## src/rtl/mhps_pkg.sv

```systemverilog
// Shared types, constants and helpers for the masked halfword pattern search.
package mhps_pkg;

  localparam int MAX_PATTERN    = 14;
  localparam int INDEX_BITS     = 24;
  localparam int WORD_BITS      = 16;
  localparam int LEN_BITS       = 4;
  localparam int NUM_PAIR_REGS  = 7;
  localparam int NUM_CELLS      = MAX_PATTERN - 1;
  localparam int CFG_INDEX_BITS = 3;
  localparam int CFG_DATA_BITS  = 64;
  localparam int ENTRY_BITS     = 2 * WORD_BITS;

  typedef logic [WORD_BITS-1:0]  word_t;
  typedef logic [INDEX_BITS-1:0] index_t;
  typedef logic [LEN_BITS-1:0]   len_t;

  typedef enum logic [CFG_INDEX_BITS-1:0] {
    REG_PATTERN_LENGTH  = 3'd0,
    REG_PAIRS_0_1       = 3'd1,
    REG_PAIRS_2_3       = 3'd2,
    REG_PAIRS_4_5       = 3'd3,
    REG_PAIRS_6_7       = 3'd4,
    REG_PAIRS_8_9       = 3'd5,
    REG_PAIRS_10_11     = 3'd6,
    REG_PAIRS_12_13     = 3'd7
  } cfg_reg_t;

  typedef struct packed {
    word_t value;
    word_t mask;
  } entry_t;

  typedef struct packed {
    logic  use_entry;
    word_t mask;
    word_t value;
  } cell_cfg_t;

  function automatic logic entry_hit(word_t w, word_t mask, word_t value);
    return (w & mask) == value;
  endfunction

endpackage

```

## src/rtl/mhps_cell.sv

```systemverilog
// One history cell: holds a past word, passes it on and tests it against its entry.
module mhps_cell import mhps_pkg::*; (
  input  logic      clk,
  input  logic      shift,
  input  word_t     word_in,
  input  cell_cfg_t cfg,
  output word_t     word_out,
  output logic      hit
);

  word_t word;

  always_ff @(posedge clk) begin
    if (shift) begin
      word <= word_in;
    end
  end

  assign word_out = word;
  assign hit      = !cfg.use_entry || entry_hit(word, cfg.mask, cfg.value);

endmodule

```

## config.mk

```make
export PLATFORM = sky130hd
export DESIGN_NAME = mhps_cell
export DESIGN_NICKNAME = d
export VERILOG_FILES = /design/src/rtl/mhps_pkg.sv /design/src/rtl/mhps_cell.sv
export SDC_FILE = /design/constraint.sdc
export NUM_CORES = 1
export LEC_CHECK = 0
export ABC_AREA = 0
export BUFFER_PORTS_ARGS = -buffer_cell sky130_fd_sc_hd__buf_2
export CAP_MARGIN = 20
export CORE_MARGIN = 2
export CORE_UTILIZATION = 32
export CTS_CLUSTER_SIZE = 24
export DETAILED_ROUTE_END_ITERATION = 7
export PLACE_DENSITY = 0.74
export SLEW_MARGIN = 20
export SYNTH_ARGS = -nofsm -noshare
export SYNTH_HDL_FRONTEND = slang
export SYNTH_SLANG_ARGS = --single-unit
```

## constraint.sdc

```tcl
create_clock -name clk -period 1.2 [get_ports clk]
set_clock_uncertainty 0.05 [all_clocks]
set_input_delay 0.24 -clock clk [delete_from_list [all_inputs] [get_ports clk]]
set_output_delay 0.24 -clock clk [all_outputs]
set_load 0.01 [all_outputs]
```

# After elaboration in Yosys (flattened, before gate mapping)
# Index checks and enable logic that the tools add are counted.
totals:
  wordCells: 5
  out_inout_bits: 17
  ff_bits: 16
  input_bits: 51
classes:
  reduce_logical: 2
  bitwise: 1
  eq_ne: 1
op_table:
  columns: ["operator", "count"]
  rows:
  - ["16-bit AND", 1]
  - ["16-bit equality test", 1]
  - ["1-bit logical NOT", 1]
  - ["1-bit logical OR", 1]

# Longest topological paths before layout
depth:
  word_depth: 3
  ltp_mapped: 4
  ltp_nobuf: 4

# Worst setup path before layout
# OpenSTA, ideal clock, no wires.
synth_path:
  kind: "reg-to-output"
  startpoint: "register word[2] (netlist: word_out[2])"
  endpoint: "output hit"
  t_arrival_ps: 1207
  stages_incl_launch_ff: 5
  slack_ps: -297
  t_required_ps: 910
  path_buffers: 0
  cell_sequence: "edfxtp_1 > nand2_1 > xor2_1 > nand4_1 > o41ai_2"
synth_between:
  elab_chain_cells: 3
synth_rtl:
  columns: ["element", "line", "source"]
  rows:
  - ["start, declared", "mhps_cell.sv:11", "word_t word;"]
  - ["start signal, assigned", "mhps_cell.sv:15", "word <= word_in;"]
  - ["16-bit AND", "mhps_pkg.sv:41", "return (w & mask) == value;"]
  - ["16-bit equality test", "mhps_pkg.sv:41", null]
  - ["1-bit logical OR", "mhps_cell.sv:20", "assign hit = !cfg.use_entry || entry_hit(word, cfg.mask, cfg.value);"]
  - ["end, declared", "mhps_cell.sv:8", "output logic hit"]
# Every way passes these cells.

# Worst setup path in the final report
layout_path:
  startpoint: "register word[3] (netlist: word_out[3])"
  endpoint: "output hit"
# Same word-level chain as after synthesis.

==> flow_metrics.tcl <==
set metrics [dict create \
    status "finished with violations" \
    failed_checks "setup timing" \
    cts_root_buf "clkbuf_4" \
    ff_latch_area_um2 480 \
    p_leak_nw 0.536 \
    rows 17 \
    area_growth_syn_to_layout_pct 56.3 \
    vias_per_cell 4.35 \
    finalPower_mw 1.20 \
    ir_worst_vdd_mv 0.618 \
    endpoint_kind "primary output" \
    grt_pass1_wl_um 2620 \
    maxCapViolations 0 \
    final.setup.worst_slack_ps -637 \
    grt_max_degree 17 \
    slew_headroom 0.764 \
    initial_core_util 0.333 \
    clk_pin_slew_ps 90 \
    drv_slew 0 \
    hold_buffers 0 \
    grt_usage 0.137 \
    slowest_stage "edfxtp_1" \
    syn-num-nets 104 \
    grt_pass1_vias 667 \
    dr.pass1.iters 4 \
    cts_tree "yes" \
    slowest_delay_ps 410 \
    start_kind "register" \
    pre_cts_slack_ps -379 \
    syn-instance-count 53 \
    place.gp.congestion 0.674 \
    rsz0062_at_grt "true" \
    core-area_mm2 0.00217 \
    crit_type "register to primary output" \
    antenna_found_initial 0 \
    htree_levels 1 \
    ys_seq_area_frac 0.666 \
    die_h_um 51.5 \
    tightest_slew_ps 354 \
    max_freq_mhz 544 \
    fin_nets 177 \
    cts_buffers 3 \
    stdcell_count 153 \
    power_density_mw_per_mm2 1060 \
    cp-startpoint "word_out[3]" \
    dieArea_mm2 0.00265 \
    timing.final.crit_period_ps 1840 \
    drc 0 \
    fill_cells 206 \
    finalSetupViolations 2 \
    crit_required_ps 910 \
    crit_fanout 2 \
    drt_iter0_markers 9 \
    grt_overflow 0 \
    endpoint "hit" \
    numPortBuffers 67 \
    worstHoldPathType "input port to register" \
    critical-path-top-delay-family "flip-flops" \
    yosys_register_bits 16 \
    final_antenna_net_count 0 \
    crit_arrival_ps 1550 \
    num_antenna_cells 0 \
    period_share 1.53 \
    largest_reg_flops 16 \
    dpl.hpwl_um 1440 \
    layout-drive-gt1-share 0.584 \
    multi_input_area_um2 244 \
    worst-path-buf-inv 1 \
    cts.sinks 16 \
    vias 665 \
    yosysWarningCount 0 \
    cp.depth 5 \
    path_cells "nand2_1 > xor2_1 > nand4_1 > o41ai_2 > buf_2" \
    avgSynthCellArea_um2 13.6 \
    clockBufferDepth 2 \
    syn_area_um2 722 \
    ys_types 5 \
    die-width_um 51.5 \
    ioPinCount 68 \
    hold_viol_final 0 \
    dp_cells 148 \
    routed_wl_um 1700 \
    drt-wirelength-per-cell_um 11.1 \
]
[cells in the mapped netlist]
library cell / n / area, um2
o41ai_2: 1 / 16.3
nand2_1: 16 / 60.1
nand4_1: 4 / 25.0
edfxtp_1: 16 / 480
xor2_1: 16 / 140
[stage by stage]
stage               hold WS [ps]  cell area [um2]  TNS [ps]  utilization
floorplan                    289              722      -280            -
global placement             366             1090      -369        0.503
detailed placement           368             1090      -379        0.503
CTS                         68.1             1120      -670        0.516
global route                55.6             1130      -844        0.520
finish                      80.9             1130      -665        0.520
[cell type report]
cell class                 count  area share
clock buffer                   3      0.0200
multi-input combinational     37       0.216
tap                           28      0.0310
timing repair buffer          68       0.304
sequential                    16       0.426
clock inverter                 1     0.00333
[per-layer routing]
layer  share of wire  vias to the layer above  routed length [um]  track usage
li1                -                      331                   -            -
met3            0.13                        2                 220       0.0316
met2            0.48                       49                 808        0.239
met4          0.0035                        0                   6       0.0658
met5               0                        -                   0            0
met1            0.39                      283                 662        0.158
[placed cells by master (no fill, tap or decap)]
master / instances
edfxtp_1: 16
xor2_1: 16
buf_2: 67
nand2_1: 15
nand4_1: 4
buf_4: 1
o41ai_2: 1
clkbuf_4: 3
nand2_2: 1
clkinv_1: 1
[cell families (layout without fill, tap and decap cells)]
| group | after synthesis | after routing | synth area share |
|---|---|---|---|
| xor gates and xnor gates | 16 | 16 | 0.194 |
| DFF | 16 | 16 | 0.666 |
| and+or+nand+nor | 20 | 20 | 0.118 |
| buffers and inverters | 0 | 72 | 0 |
| AOI/OAI and AO/OA | 1 | 1 | 0.0225 |
[where the power goes]
| part | total, mW | switching, mW | internal, mW | leakage [nW] |
|---|---|---|---|---|
| logic | 0.235 | 0.112 | 0.123 | 0.364 |
| registers | 0.686 | 0.0213 | 0.665 | 0.157 |
| clock network | 0.278 | 0.158 | 0.120 | 0.0154 |
| total | 1.20 | 0.291 | 0.909 | 0.536 |
[worst min-delay path by stage]
stage | startpoint | endpoint | slack, ps | depth (start not counted)
2_1_floorplan | word_in[0] | word_out[0] | 290 | 0
3_3_place_gp | word_in[6] | word_out[6] | 370 | 1
3_5_place_dp | word_in[11] | word_out[11] | 370 | 1
4_1_cts | word_in[6] | word_out[6] | 70 | 1
5_1_grt | word_in[4] | word_out[4] | 60 | 1
6_report | word_in[6] | word_out[6] | 80 | 1
[repair_timing]
action | CTS | global route
setup endpoints to repair | 1 | 1
pin swaps | 6 | 4
cloned | 0 | 0
setup buffers | 0 | 1
resized for setup | 0 | 1
Note: power is estimated with default switching activity, not from simulation.
